`config.mk`:
```
export PLATFORM = sky130hd
export DESIGN_NAME = quadrant_sine_waveshaper_flat
export DESIGN_NICKNAME = d
export VERILOG_FILES = /design/src/hw/rtl/qsw_pkg.sv /design/src/hw/rtl/qsw_if.sv /design/src/hw/rtl/quadrant_sine_waveshaper.sv /design/src/hw/rtl/qsw_rules.sv /design/src/flat_wrapper.sv
export SDC_FILE = /design/constraint.sdc
export NUM_CORES = 2
export LEC_CHECK = 0
export ABC_AREA = 1
export BUFFER_PORTS_ARGS = -buffer_cell sky130_fd_sc_hd__buf_2
export CAP_MARGIN = 30
export CORE_ASPECT_RATIO = 0.8
export CORE_MARGIN = 2
export CORE_UTILIZATION = 67
export CTS_BUF_LIST = sky130_fd_sc_hd__clkbuf_16
export DETAILED_ROUTE_END_ITERATION = 12
export GPL_TIMING_DRIVEN = 0
export PLACE_DENSITY_LB_ADDON = 0.12
export SLEW_MARGIN = 20
export SYNTH_ARGS = -nofsm -noshare
export SYNTH_HDL_FRONTEND = slang
export SYNTH_HIERARCHICAL = 1
export SYNTH_SLANG_ARGS = --single-unit
```
`constraint.sdc`:
```
create_clock -name clk_i -period 10.9 [get_ports clk_i]
set_clock_uncertainty 0.05 [all_clocks]
set_input_delay 0.545 -clock clk_i [delete_from_list [all_inputs] [get_ports clk_i]]
set_output_delay 0.545 -clock clk_i [all_outputs]
set_load 0.1 [all_outputs]
```
`src/hw/rtl/qsw_pkg.sv`:
```
`default_nettype none

package qsw_pkg;

  localparam int FracBits = 15;
  localparam int OneVal   = 1 << FracBits;
  localparam int HalfVal  = 1 << (FracBits - 1);

  localparam int SmpW   = 16;  // sine / cosine input samples
  localparam int ModeW  = 5;
  localparam int OutW   = 18;  // shaped output sample
  localparam int TermW  = 18;  // sin2x, cos2x, scaled term
  localparam int Sin4W  = 20;  // sin4x
  localparam int WorkW  = 22;  // rule arithmetic before saturation
  localparam int ScaleW = 17;  // 0.85 in Q0.16 as a positive signed operand

  localparam logic [ScaleW-1:0] Scale085 = ScaleW'(55706);

  localparam int OutMax = (1 << (OutW - 1)) - 1;
  localparam int OutMin = -(1 << (OutW - 1));

  // shape rules
  localparam logic [ModeW-1:0] ModeSine        = 5'd0;
  localparam logic [ModeW-1:0] ModeFoldFull    = 5'd1;
  localparam logic [ModeW-1:0] ModeHalfWave    = 5'd2;
  localparam logic [ModeW-1:0] ModeHalfFold    = 5'd3;
  localparam logic [ModeW-1:0] ModeHalfSin2x   = 5'd4;
  localparam logic [ModeW-1:0] ModeOctFold     = 5'd5;
  localparam logic [ModeW-1:0] ModeAbsSin2x    = 5'd6;
  localparam logic [ModeW-1:0] ModeOctFoldAbs  = 5'd7;
  localparam logic [ModeW-1:0] ModeHalfWaveDbl = 5'd8;
  localparam logic [ModeW-1:0] ModeEvenQuad    = 5'd9;
  localparam logic [ModeW-1:0] ModeOddQuad     = 5'd10;
  localparam logic [ModeW-1:0] ModeHalfFoldDbl = 5'd11;
  localparam logic [ModeW-1:0] ModeSin2xFlip   = 5'd12;
  localparam logic [ModeW-1:0] ModeSin2xOdd    = 5'd13;
  localparam logic [ModeW-1:0] ModeAbsCos2x    = 5'd14;
  localparam logic [ModeW-1:0] ModeRampSine    = 5'd15;
  localparam logic [ModeW-1:0] ModeRampCos     = 5'd16;
  localparam logic [ModeW-1:0] ModeScaled      = 5'd17;
  localparam logic [ModeW-1:0] ModeMixCos      = 5'd18;
  localparam logic [ModeW-1:0] ModeMixSin4x    = 5'd19;
  localparam logic [ModeW-1:0] ModeSquareEven  = 5'd20;
  localparam logic [ModeW-1:0] ModeSquareOdd   = 5'd21;
  localparam logic [ModeW-1:0] ModeCutMid      = 5'd22;
  localparam logic [ModeW-1:0] ModeCutEdge     = 5'd23;

  typedef enum logic [1:0] {
    QuadOne,
    QuadTwo,
    QuadThree,
    QuadFour
  } quad_e;

  typedef logic signed [WorkW-1:0] work_t;

  typedef struct packed {
    quad_e                   quad;
    logic signed [SmpW-1:0]  s;
    logic signed [SmpW-1:0]  c;
    logic signed [TermW-1:0] sin2x;
    logic signed [TermW-1:0] cos2x;
    logic signed [Sin4W-1:0] sin4x;
    logic signed [TermW-1:0] scaled;
  } terms_t;

endpackage

`default_nettype wire

```
`src/hw/rtl/qsw_if.sv`:
```
`default_nettype none

interface qsw_cfg_if;
  logic                         valid;
  logic                         ready;
  logic [qsw_pkg::ModeW-1:0]    shape_mode;
  modport source (output valid, output shape_mode, input ready);
  modport sink   (input valid, input shape_mode, output ready);
endinterface

interface qsw_in_if;
  logic                             valid;
  logic                             ready;
  logic signed [qsw_pkg::SmpW-1:0]  sine_in;
  logic signed [qsw_pkg::SmpW-1:0]  cosine_in;
  modport source (output valid, output sine_in, output cosine_in, input ready);
  modport sink   (input valid, input sine_in, input cosine_in, output ready);
endinterface

interface qsw_out_if;
  logic                             valid;
  logic                             ready;
  logic signed [qsw_pkg::OutW-1:0]  shaped_out;
  modport source (output valid, output shaped_out, input ready);
  modport sink   (input valid, input shaped_out, output ready);
endinterface

`default_nettype wire

```
`src/hw/rtl/quadrant_sine_waveshaper.sv`:
```
// Quadrant sine waveshaper.
// in_i carries one sine/cosine pair (Q1.15) per transaction; out_o returns
// one shaped, saturated 18-bit sample per input, in order. cfg_i writes the
// 5-bit shape_mode; it is always ready and should only be written while no
// item is in flight. The mode is sampled with each input item.
// Pipeline: four register stages (products, rounding, sin4x product,
// rule select + saturate). An accepted item moves through these stages in
// order and is presented on out_o from the last. One item per cycle is taken
// and delivered as long as the receiver keeps out_o.ready high; every stage,
// the multipliers included, takes a new item in each cycle.
// When the receiver stalls with a result waiting, the whole pipeline holds
// and in_i.ready drops; bubbles are not squeezed out, nothing is lost.
// Reset clears all valid bits and sets shape_mode to 0 (sine pass-through).
`default_nettype none

module quadrant_sine_waveshaper (
  input  logic       clk_i,
  input  logic       rst_ni,
  qsw_cfg_if.sink    cfg_i,
  qsw_in_if.sink     in_i,
  qsw_out_if.source  out_o
);

  localparam int ProdW  = 2 * qsw_pkg::SmpW;
  localparam int RndW   = ProdW + 2;
  localparam int KW     = qsw_pkg::ScaleW + qsw_pkg::ScaleW;
  localparam int P3W    = 2 * qsw_pkg::TermW;
  localparam int Rnd3W  = P3W + 2;
  localparam int FB     = qsw_pkg::FracBits;

  logic adv;
  logic [qsw_pkg::ModeW-1:0] mode_q;

  // stage valid bits
  logic v1_q, v2_q, v3_q, v4_q;

  // stage 1
  logic signed [qsw_pkg::SmpW-1:0] s1_q, c1_q;
  logic [qsw_pkg::ModeW-1:0]       mode1_q;
  qsw_pkg::quad_e                  quad1_q, quad_d;
  logic signed [ProdW-1:0]         sc1_q, ss1_q;
  logic signed [KW-1:0]            k1_q;
  logic signed [qsw_pkg::ScaleW-1:0] pre_d, s17;

  // stage 2
  logic signed [qsw_pkg::SmpW-1:0]  s2_q, c2_q;
  logic [qsw_pkg::ModeW-1:0]        mode2_q;
  qsw_pkg::quad_e                   quad2_q;
  logic signed [qsw_pkg::TermW-1:0] sin2x_q, cos2x_q, scaled2_q;
  logic signed [qsw_pkg::TermW-1:0] sin2x_d, cos2x_d, scaled_d, sq_d;
  logic signed [RndW-1:0]           sc_rnd, ss_rnd;
  logic signed [KW-1:0]             k_rnd;

  // stage 3
  logic signed [qsw_pkg::SmpW-1:0]  s3_q, c3_q;
  logic [qsw_pkg::ModeW-1:0]        mode3_q;
  qsw_pkg::quad_e                   quad3_q;
  logic signed [qsw_pkg::TermW-1:0] sin2x3_q, cos2x3_q, scaled3_q;
  logic signed [P3W-1:0]            p3_q;

  // stage 4
  logic signed [Rnd3W-1:0]          p3_rnd;
  qsw_pkg::terms_t                  terms;
  logic signed [qsw_pkg::OutW-1:0]  shaped_d, shaped_q;

  assign adv         = !v4_q || out_o.ready;
  assign in_i.ready  = adv;
  assign cfg_i.ready = 1'b1;
  assign out_o.valid = v4_q;
  assign out_o.shaped_out = shaped_q;

  always_ff @(posedge clk_i or negedge rst_ni) begin
    if (!rst_ni) begin
      mode_q <= qsw_pkg::ModeSine;
    end else if (cfg_i.valid) begin
      mode_q <= cfg_i.shape_mode;
    end
  end

  always_ff @(posedge clk_i or negedge rst_ni) begin
    if (!rst_ni) begin
      v1_q <= 1'b0;
      v2_q <= 1'b0;
      v3_q <= 1'b0;
      v4_q <= 1'b0;
    end else if (adv) begin
      v1_q <= in_i.valid;
      v2_q <= v1_q;
      v3_q <= v2_q;
      v4_q <= v3_q;
    end
  end

  // stage 1: quadrant, raw products, 0.85 scaling of the ramp term
  always_comb begin
    s17 = qsw_pkg::ScaleW'(in_i.sine_in);
    if (in_i.sine_in > 0) begin
      quad_d = (in_i.cosine_in > 0) ? qsw_pkg::QuadOne : qsw_pkg::QuadTwo;
      pre_d  = qsw_pkg::ScaleW'(qsw_pkg::OneVal) - s17;
    end else begin
      quad_d = (in_i.cosine_in < 0) ? qsw_pkg::QuadThree : qsw_pkg::QuadFour;
      pre_d  = -qsw_pkg::ScaleW'(qsw_pkg::OneVal) - s17;
    end
  end

  // stage 2: round products to nearest, ties up
  always_comb begin
    sc_rnd   = (RndW'(sc1_q) <<< 1) + RndW'(qsw_pkg::HalfVal);
    ss_rnd   = (RndW'(ss1_q) <<< 1) + RndW'(qsw_pkg::HalfVal);
    k_rnd    = k1_q + KW'(1 << 15);
    sin2x_d  = sc_rnd[FB +: qsw_pkg::TermW];
    sq_d     = ss_rnd[FB +: qsw_pkg::TermW];
    cos2x_d  = qsw_pkg::TermW'(qsw_pkg::OneVal) - sq_d;
    scaled_d = k_rnd[16 +: qsw_pkg::TermW];
  end

  // stage 4: round sin4x, then select rule
  always_comb begin
    p3_rnd       = (Rnd3W'(p3_q) <<< 1) + Rnd3W'(qsw_pkg::HalfVal);
    terms.quad   = quad3_q;
    terms.s      = s3_q;
    terms.c      = c3_q;
    terms.sin2x  = sin2x3_q;
    terms.cos2x  = cos2x3_q;
    terms.sin4x  = p3_rnd[FB +: qsw_pkg::Sin4W];
    terms.scaled = scaled3_q;
  end

  qsw_rules u_rules (
    .mode_i   (mode3_q),
    .terms_i  (terms),
    .shaped_o (shaped_d)
  );

  always_ff @(posedge clk_i) begin
    if (adv) begin
      s1_q      <= in_i.sine_in;
      c1_q      <= in_i.cosine_in;
      mode1_q   <= mode_q;
      quad1_q   <= quad_d;
      sc1_q     <= in_i.sine_in * in_i.cosine_in;
      ss1_q     <= in_i.sine_in * in_i.sine_in;
      k1_q      <= pre_d * $signed(qsw_pkg::Scale085);

      s2_q      <= s1_q;
      c2_q      <= c1_q;
      mode2_q   <= mode1_q;
      quad2_q   <= quad1_q;
      sin2x_q   <= sin2x_d;
      cos2x_q   <= cos2x_d;
      scaled2_q <= scaled_d;

      s3_q      <= s2_q;
      c3_q      <= c2_q;
      mode3_q   <= mode2_q;
      quad3_q   <= quad2_q;
      sin2x3_q  <= sin2x_q;
      cos2x3_q  <= cos2x_q;
      scaled3_q <= scaled2_q;
      p3_q      <= sin2x_q * cos2x_q;

      shaped_q  <= shaped_d;
    end
  end

`ifndef NO_ASSERTIONS
  a_accept_enters : assert property (@(posedge clk_i) disable iff (!rst_ni)
    (in_i.valid && in_i.ready) |=> v1_q)
    else $error("accepted transaction did not enter stage 1");

  a_stall_holds : assert property (@(posedge clk_i) disable iff (!rst_ni)
    !adv |=> (v1_q == $past(v1_q)) && (v2_q == $past(v2_q)) && (v3_q == $past(v3_q)))
    else $error("pipeline moved during a stall");

  a_drain_to_out : assert property (@(posedge clk_i) disable iff (!rst_ni)
    (v3_q && adv) |=> out_o.valid)
    else $error("stage 3 item not delivered to output");

  a_cos2x_range : assert property (@(posedge clk_i) disable iff (!rst_ni)
    v2_q |-> (cos2x_q >= -qsw_pkg::TermW'(qsw_pkg::OneVal)) &&
             (cos2x_q <= qsw_pkg::TermW'(qsw_pkg::OneVal)))
    else $error("cos2x out of range");

  a_sin2x_q1 : assert property (@(posedge clk_i) disable iff (!rst_ni)
    (v2_q && quad2_q == qsw_pkg::QuadOne) |-> (sin2x_q >= 0))
    else $error("negative sin2x in first quadrant");
`endif

endmodule

`default_nettype wire

```
`src/hw/rtl/qsw_rules.sv`:
```
`default_nettype none

module qsw_rules (
  input  logic [qsw_pkg::ModeW-1:0]       mode_i,
  input  qsw_pkg::terms_t                 terms_i,
  output logic signed [qsw_pkg::OutW-1:0] shaped_o
);

  function automatic qsw_pkg::work_t abs_w(qsw_pkg::work_t v);
    return (v < 0) ? -v : v;
  endfunction

  qsw_pkg::work_t one, s, c, sin2x, cos2x, sin4x, scaled;
  qsw_pkg::work_t fold, half_fold, half_wave, oct_fold, p;
  logic q1, q2, q3, q4;

  always_comb begin
    one    = qsw_pkg::work_t'(qsw_pkg::OneVal);
    s      = qsw_pkg::work_t'(terms_i.s);
    c      = qsw_pkg::work_t'(terms_i.c);
    sin2x  = qsw_pkg::work_t'(terms_i.sin2x);
    cos2x  = qsw_pkg::work_t'(terms_i.cos2x);
    sin4x  = qsw_pkg::work_t'(terms_i.sin4x);
    scaled = qsw_pkg::work_t'(terms_i.scaled);

    q1 = (terms_i.quad == qsw_pkg::QuadOne);
    q2 = (terms_i.quad == qsw_pkg::QuadTwo);
    q3 = (terms_i.quad == qsw_pkg::QuadThree);
    q4 = (terms_i.quad == qsw_pkg::QuadFour);

    fold      = q1 ? one - c : q2 ? one + c : q3 ? -one - c : -one + c;
    half_fold = q1 ? one - c : q2 ? one + c : '0;
    half_wave = (q3 || q4) ? '0 : s;

    // octant fold on the doubled angle
    if (sin2x > 0) begin
      oct_fold = (cos2x > 0) ? one - cos2x : one + cos2x;
    end else begin
      oct_fold = (cos2x < 0) ? -one - cos2x : -one + cos2x;
    end

    case (mode_i)
      qsw_pkg::ModeFoldFull:    p = fold;
      qsw_pkg::ModeHalfWave:    p = half_wave;
      qsw_pkg::ModeHalfFold:    p = half_fold;
      qsw_pkg::ModeHalfSin2x:   p = (q1 || q2) ? sin2x : '0;
      qsw_pkg::ModeOctFold:     p = (q1 || q2) ? oct_fold : '0;
      qsw_pkg::ModeAbsSin2x:    p = (q1 || q2) ? abs_w(sin2x) : '0;
      qsw_pkg::ModeOctFoldAbs:  p = (q1 || q2) ? abs_w(oct_fold) : '0;
      qsw_pkg::ModeHalfWaveDbl: p = (half_wave <<< 1) - one;
      qsw_pkg::ModeEvenQuad:    p = (q1 || q3) ? '0 : s;
      qsw_pkg::ModeOddQuad:     p = (q2 || q4) ? '0 : s;
      qsw_pkg::ModeHalfFoldDbl: p = (half_fold <<< 1) - one;
      qsw_pkg::ModeSin2xFlip:   p = (q2 || q3) ? -sin2x : sin2x;
      qsw_pkg::ModeSin2xOdd:    p = q1 ? sin2x : q3 ? -sin2x : '0;
      qsw_pkg::ModeAbsCos2x:    p = (q1 || q2) ? abs_w(cos2x) : '0;
      qsw_pkg::ModeRampSine:    p = q1 ? one - s : q4 ? -one - s : '0;
      qsw_pkg::ModeRampCos:     p = q1 ? one - s : q4 ? -one + c : '0;
      qsw_pkg::ModeScaled:      p = scaled;
      qsw_pkg::ModeMixCos:      p = q1 ? sin2x : q4 ? -sin2x : c;
      qsw_pkg::ModeMixSin4x:    p = q1 ? sin4x : q2 ? -sin2x : s;
      qsw_pkg::ModeSquareEven:  p = q2 ? one : q4 ? -one : s;
      qsw_pkg::ModeSquareOdd:   p = q1 ? one : q3 ? -one : s;
      qsw_pkg::ModeCutMid:      p = (q2 || q3) ? '0 : s;
      qsw_pkg::ModeCutEdge:     p = (q1 || q4) ? '0 : s;
      default:                  p = s;
    endcase

    if (p > qsw_pkg::work_t'(qsw_pkg::OutMax)) begin
      shaped_o = qsw_pkg::OutW'(qsw_pkg::OutMax);
    end else if (p < qsw_pkg::work_t'(qsw_pkg::OutMin)) begin
      shaped_o = qsw_pkg::OutW'(qsw_pkg::OutMin);
    end else begin
      shaped_o = p[qsw_pkg::OutW-1:0];
    end
  end

endmodule

`default_nettype wire
```
`src/flat_wrapper.sv`:
```
// flat-port wrapper written by rule: the top's interface ports become plain ports
module quadrant_sine_waveshaper_flat 
  (clk_i, rst_ni, cfg_i_valid, cfg_i_shape_mode, cfg_i_ready, in_i_valid, in_i_sine_in, in_i_cosine_in, in_i_ready, out_o_valid, out_o_shaped_out, out_o_ready);
  qsw_cfg_if cfg_i_i ();
  qsw_in_if in_i_i ();
  qsw_out_if out_o_i ();
  input  logic clk_i;
  input  logic rst_ni;
  input wire logic [$bits(cfg_i_i.valid)-1:0] cfg_i_valid;
  input wire logic [$bits(cfg_i_i.shape_mode)-1:0] cfg_i_shape_mode;
  output wire logic [$bits(cfg_i_i.ready)-1:0] cfg_i_ready;
  input wire logic [$bits(in_i_i.valid)-1:0] in_i_valid;
  input wire logic [$bits(in_i_i.sine_in)-1:0] in_i_sine_in;
  input wire logic [$bits(in_i_i.cosine_in)-1:0] in_i_cosine_in;
  output wire logic [$bits(in_i_i.ready)-1:0] in_i_ready;
  output wire logic [$bits(out_o_i.valid)-1:0] out_o_valid;
  output wire logic [$bits(out_o_i.shaped_out)-1:0] out_o_shaped_out;
  input wire logic [$bits(out_o_i.ready)-1:0] out_o_ready;
  assign cfg_i_i.valid = cfg_i_valid;
  assign cfg_i_i.shape_mode = cfg_i_shape_mode;
  assign cfg_i_ready = cfg_i_i.ready;
  assign in_i_i.valid = in_i_valid;
  assign in_i_i.sine_in = in_i_sine_in;
  assign in_i_i.cosine_in = in_i_cosine_in;
  assign in_i_ready = in_i_i.ready;
  assign out_o_valid = out_o_i.valid;
  assign out_o_shaped_out = out_o_i.shaped_out;
  assign out_o_i.ready = out_o_ready;
  quadrant_sine_waveshaper u_core (.clk_i(clk_i), .rst_ni(rst_ni), .cfg_i(cfg_i_i), .in_i(in_i_i), .out_o(out_o_i));
endmodule
```
==> Word-level counts from Yosys, hierarchy flattened <==
Cells that the tools add are included.
{ "word_totals": {"regBits": 383, "input_bits": 42, "out_inout_bits": 21, "elab_cells": 145} }
{ "classes": {"n_addsub": 26, "mul": 4, "order_cmp": 10, "n_eq_ne": 26, "mux": 42, "n_reduce_logical": 9} }
{ "ops": {"columns": ["operator", "count"], "rows": [
  ["22-bit two-way mux", 36],
  ["22-bit case mux with 23 select lines", 1],
  ["33-bit by 16-bit adder with 33-bit output, second input constant", 2],
  ["16-bit by 16-bit multiplier with 32-bit output", 2],
  ["17-bit by 16-bit subtractor with 18-bit output, first input constant", 3],
  ["16-bit by 16-bit subtractor with 17-bit output, first input constant", 3],
  ["18-bit negation with 22-bit output", 2],
  ["22-bit negation", 2],
  ["22-bit by 17-bit subtractor with 22-bit output, second input constant", 2],
  ["5-bit by 4-bit == test with 1-bit output, second input constant", 8],
  ["5-bit == test, second input constant", 8],
  ["17-bit by 16-bit adder with 18-bit output, first input constant", 2],
  ["18-bit by 1-bit greater-than comparator with 1-bit output, second input constant", 2],
  ["18-bit by 1-bit < comparator with 1-bit output, second input constant", 2],
  ["35-bit by 16-bit adder with 35-bit output, second input constant", 1],
  ["16-bit by 16-bit adder with 17-bit output, first input constant", 2],
  ["34-bit by 17-bit adder with 34-bit output, second input constant", 1],
  ["18-bit by 18-bit multiplier with 34-bit output", 1],
  ["17-bit by 16-bit multiplier with 33-bit output, second input constant", 1],
  ["16-bit by 1-bit greater-than comparator with 1-bit output, second input constant", 2],
  ["22-bit by 18-bit greater-than comparator with 1-bit output, second input constant", 1],
  ["22-bit by 1-bit < comparator with 1-bit output, second input constant", 1],
  ["22-bit by 18-bit < comparator with 1-bit output, second input constant", 1],
  ["5-bit by 3-bit == test with 1-bit output, second input constant", 4],
  ["other kinds (18)", 27]
]} }

==> Depth between registers and ports, before layout <==
{ "logic_depth": {"ltp_word": 9, "depth_mapped": 32, "mapped_depth_nobuf": 31} }

==> By module <==
Netlist, hierarchy kept.
{ "by_module_without_submodules": {"columns": ["module", "instances", "cells_each", "area_per_inst_um2", "seq_area_each_um2"], "rows": [
  ["quadrant_sine_waveshaper", 1, 5575, 50049.3, 9864.5],
  ["qsw_rules", 1, 1543, 7596.0, 0.0]
]} }

==> Worst setup path before layout <==
No wires, ideal clock.
{ "synth_path": {"path_kind": "register to register", "from": "register u_core.v4_q, in the netlist u_core/out_o.valid", "to": "register u_core/c1_q[0] in the netlist's numbering (enable)", "setup_time_ps": 2601, "arrival_time_ps": 7068, "t_required_ps": 8249, "slack_ps": 1180, "stages_incl_launch_ff": 2, "path_buffers": 0, "period_less_slack_ps": 9720, "path_cell_list": "dfrtp_1 -> nand2_1"} }
{ "synth_between": {"elab_chain_cells": 2} }
{ "synth_lines": {"columns": ["element", "line_no", "source"], "rows": [
  ["start, declared", "quadrant_sine_waveshaper.sv:35", "logic v1_q, v2_q, v3_q, v4_q;"],
  ["start signal, assigned", "quadrant_sine_waveshaper.sv:90", "v4_q <= v3_q;"],
  ["1-bit zero test", "quadrant_sine_waveshaper.sv:66", "assign adv = !v4_q || out_o.ready;"],
  ["1-bit logical OR", "quadrant_sine_waveshaper.sv:66", null],
  ["via in_i_ready", "flat_wrapper.sv:15", "output wire logic [$bits(in_i_i.ready)-1:0] in_i_ready;"],
  ["end signal, assigned", "quadrant_sine_waveshaper.sv:138", "c1_q <= in_i.cosine_in;"],
  ["end, declared", "quadrant_sine_waveshaper.sv:38", "logic signed [qsw_pkg::SmpW-1:0] s1_q, c1_q;"]
]} }
The timed path passes the listed nets, and every way through them passes these cells.
A chain may end at the register's enable or synchronous reset.

==> Worst setup path after layout <==
{ "layout_path": {"from": "register u_core/sin2x_q[7] in the netlist's numbering", "to": "register u_core.p3_q[33], data pin"} }
{ "layout_between": {"elab_chain_cells": 1} }
{ "layout_lines": {"columns": ["element", "line_no", "source"], "rows": [
  ["start, declared", "quadrant_sine_waveshaper.sv:49", "logic signed [qsw_pkg::TermW-1:0] sin2x_q, cos2x_q, scaled2_q;"],
  ["start signal, assigned", "quadrant_sine_waveshaper.sv:149", "sin2x_q <= sin2x_d;"],
  ["18-bit by 18-bit multiplier with 34-bit output", "quadrant_sine_waveshaper.sv:160", "p3_q <= sin2x_q * cos2x_q;"],
  ["end signal, assigned", "quadrant_sine_waveshaper.sv:160", null],
  ["end, declared", "quadrant_sine_waveshaper.sv:59", "logic signed [P3W-1:0] p3_q;"]
]} }
No other way between the ends.

==> reports/qor.yml <==
run_status:
  status: "completed"
finish:
  fin_util: 0.709
  nets: 8580
  drive_gt1_frac: 0.0385
  final_cell_mix: "inv_1, nand2_1, fa_1"
  fill_cells: 6592
  area_growth_pct: 5.23
  fin_area_mm2: 0.0607
  layout_commonest_cell: "inv_1"
setup_path:
  cp_data_arrival_time_ps: 7820
  worst_path_max_delay_cell: "edfxtp_1"
  path_cells: "clkbuf_1, clkbuf_1, nand2_1, fa_1, inv_1, fa_1, inv_1, fa_1, inv_1, fa_1, fa_1, inv_1, fa_1, inv_1, ha_1, nand2_1, inv_1, a21oi_1, a21boi_0, nand2_1, nand2_1, nand2_1, nand3_1, nand2_1"
  worstSetupPathType: "register to register"
  cp_slowest_stage_delay_ps: 730
  crit_fanout: 10
  end_kind: "register"
  r2r_end: "u_core/p3_q[33]$_DFFE_PP_"
  setup.worst_path.start_class: "register"
  r2r_start: "u_core/sin2x_q[7]$_DFFE_PP_"
  r2r_cells: 24
  r2r_slack_ps: 3360
  required_ps: 11180
logic_synthesis:
  synth_top_area_share: 0.317
  synth_cells: 7118
  yosysSeqAreaShare: 0.171
  synth_area_leaders: "fa_1, edfxtp_1, inv_1"
  post-synth-top-area-cell: "fa_1"
  synth-seq-cells: 330
  yosysWarnings: 6
  ys_types: 73
  syn-num-nets: 8474
  synth-main-ff-cell: "edfxtp_1"
  avgSynthCellArea_um2: 8.10
  synth_area_mm2: 0.0576
  synthArstFlopShare: 0.0273
  synth_edf_count: 321
place:
  dp_hpwl_mm: 161
  numPortBuffers: 61
  place_congestion: 1.09
  dp_slack_ps: 2960
  place_area_mm2: 0.0595
floorplanning:
  die_h_um: 266
  ioPinCount: 63
  start_util: 0.674
  coreArea_mm2: 0.0855
  die_area_mm2: 0.0884
  rows: 96
  die_w_um: 332
grt:
  overflow: 0
  antenna_found_initial: 13
  grt_pass1_wl_mm: 295
  grtUsageTotal: 0.447
  grt_pass1_vias: 50300
  grt_start_max_net_pins: 65
sta:
  hold_violations: 0
  period_needed_ps: 7540
  finalCritPeriodShare: 0.692
  maxSlewHeadroom: 0.288
  max_clock_freq_mhz: 133
  setup_ws_ps: 3360
  drv_slew: 0
  worstMarginPinSlew_ps: 1070
  setup_viol: 0
  rsz0062_at_grt: "false"
clock_tree:
  cts.sinks: 330
  cts_resized: 0
  cts_tree: "yes"
  cts_root_buf: "clkbuf_16"
  numCtsBuffers: 35
  hold_buffers: 1
  htreeDepth: 2
  post-cts-setup-buffers: 0
  ctsLongestPathBuffers: 3
  clk_latency_ps: 590
  clk_pin_slew_worst_paths_ps: 60
drt:
  drt_iter0_markers: 6761
  via_per_inst: 5.98
  routedWlPerCell_um: 23.3
  drcViolationCount: 0
  dr.pass1.iters: 7
  vias: 50100
  ant_nets: 0
  wirelength_mm: 195
job:
  drv_cap: 0
worst_hold_path:
  hp-start: "in_i_cosine_in[13]"
  min_to: "u_core/c1_q[13]$_DFFE_PP_"
  hold-path-cell-count: 1
  holdCritPathClass: "input pin to register"
-- worst max-delay path, delay by kind of cell (launching register included) --
family / cells / cell delay (ps)
AO/OA/AOI/OAI: 2 / 680
adder cells (fa/ha/maj): 7 / 3400
buffers and inverters: 8 / 1490
flip-flops: 1 / 730
AND/OR/NAND/NOR: 7 / 910
-- per-stage QoR --
| step | setup TNS, ps | cells | hold slack (ps) |
|---|---|---|---|
| after global placement | -74910 | 8306 | 351 |
| after global routing | 0 | 8381 | 115 |
| after CTS | 0 | 8377 | 106 |
| after floorplan | 0 | 7118 | 199 |
| final | 0 | 8383 | 125 |
| after detailed placement | 0 | 8313 | 355 |
-- cells in the mapped netlist, drive strengths merged, types with 28 or more instances --
| library cell | n |
|---|---|
| edfxtp | 321 |
| a21oi | 244 |
| ha | 401 |
| fa | 913 |
| inv | 1818 |
| xor2 | 185 |
| nor2 | 457 |
| clkbuf | 180 |
| nand2 | 1576 |
| nand3 | 271 |
| o21ai | 216 |
| xnor2 | 62 |
| o211ai | 28 |
| nand4 | 63 |
| nor3 | 89 |
| buf | 49 |
-- how the worst max path moves through the flow --
stage	from	end	slack [ps]
final	u_core/sin2x_q[7]$_DFFE_PP_	u_core/p3_q[33]$_DFFE_PP_	3360
after global routing	in_i_sine_in[0]	u_core/k1_q[32]$_DFFE_PP_	3110
after CTS	in_i_sine_in[0]	u_core/k1_q[32]$_DFFE_PP_	3550
after detailed placement	in_i_sine_in[0]	u_core/k1_q[32]$_DFFE_PP_	2960
after global placement	out_o_ready	in_i_ready	-970
after floorplan	u_core/out_o.valid$_DFFE_PN0P_	u_core/c1_q[0]$_DFFE_PP_	1180
-- state kept, by name (all words and copies together), names as in the netlist, 18 cells and up --
name,flops
u_core/scaled2_q,18
u_core/k1_q,19
u_core/ss1_q,19
u_core/cos2x_q,18
u_core/scaled3_q,18
u_core/sc1_q,19
u_core/p3_q,21
u_core/sin2x_q,18
u_core/cos2x3_q,18
u_core/out_o.shaped_out,18
u_core/sin2x3_q,18
-- layout make-up --
class                           instances  area [µm²]  area share
Antenna cell                            6        15.0    0.000248
Buffer                                229         976      0.0161
Clock buffer                           35         876      0.0144
Clock inverter                         28         236     0.00390
Inverter                             1824        6850       0.113
Multi-Input combinational cell       4735       40000       0.659
Sequential cell                       330        9860       0.163
Tap cell                             1127        1410      0.0232
Timing Repair Buffer                   69         465     0.00767
-- routing by layer --
metal / share of wire / vias up / GRT usage
met1: 0.36 / 24000 / 0.585
met3: 0.13 / 836 / 0.117
met2: 0.42 / 3531 / 0.667
met5: 0.00043 / - / 0
met4: 0.081 / 12 / 0.290
li1: - / 21700 / -
-- cell families after synthesis --
logic type / share of synthesized area
AND/OR/NAND/NOR: 0.184
flip-flops: 0.171
adder cells (fa/ha/maj): 0.404
other: 0.0000651
buffers and inverters: 0.136
AO/OA/AOI/OAI: 0.0649
multiplexers: 0.00189
XOR/XNOR: 0.0382
Power is not shown: default switching activity piles up to over one toggle a cycle in this logic, so the estimate is an artifact.
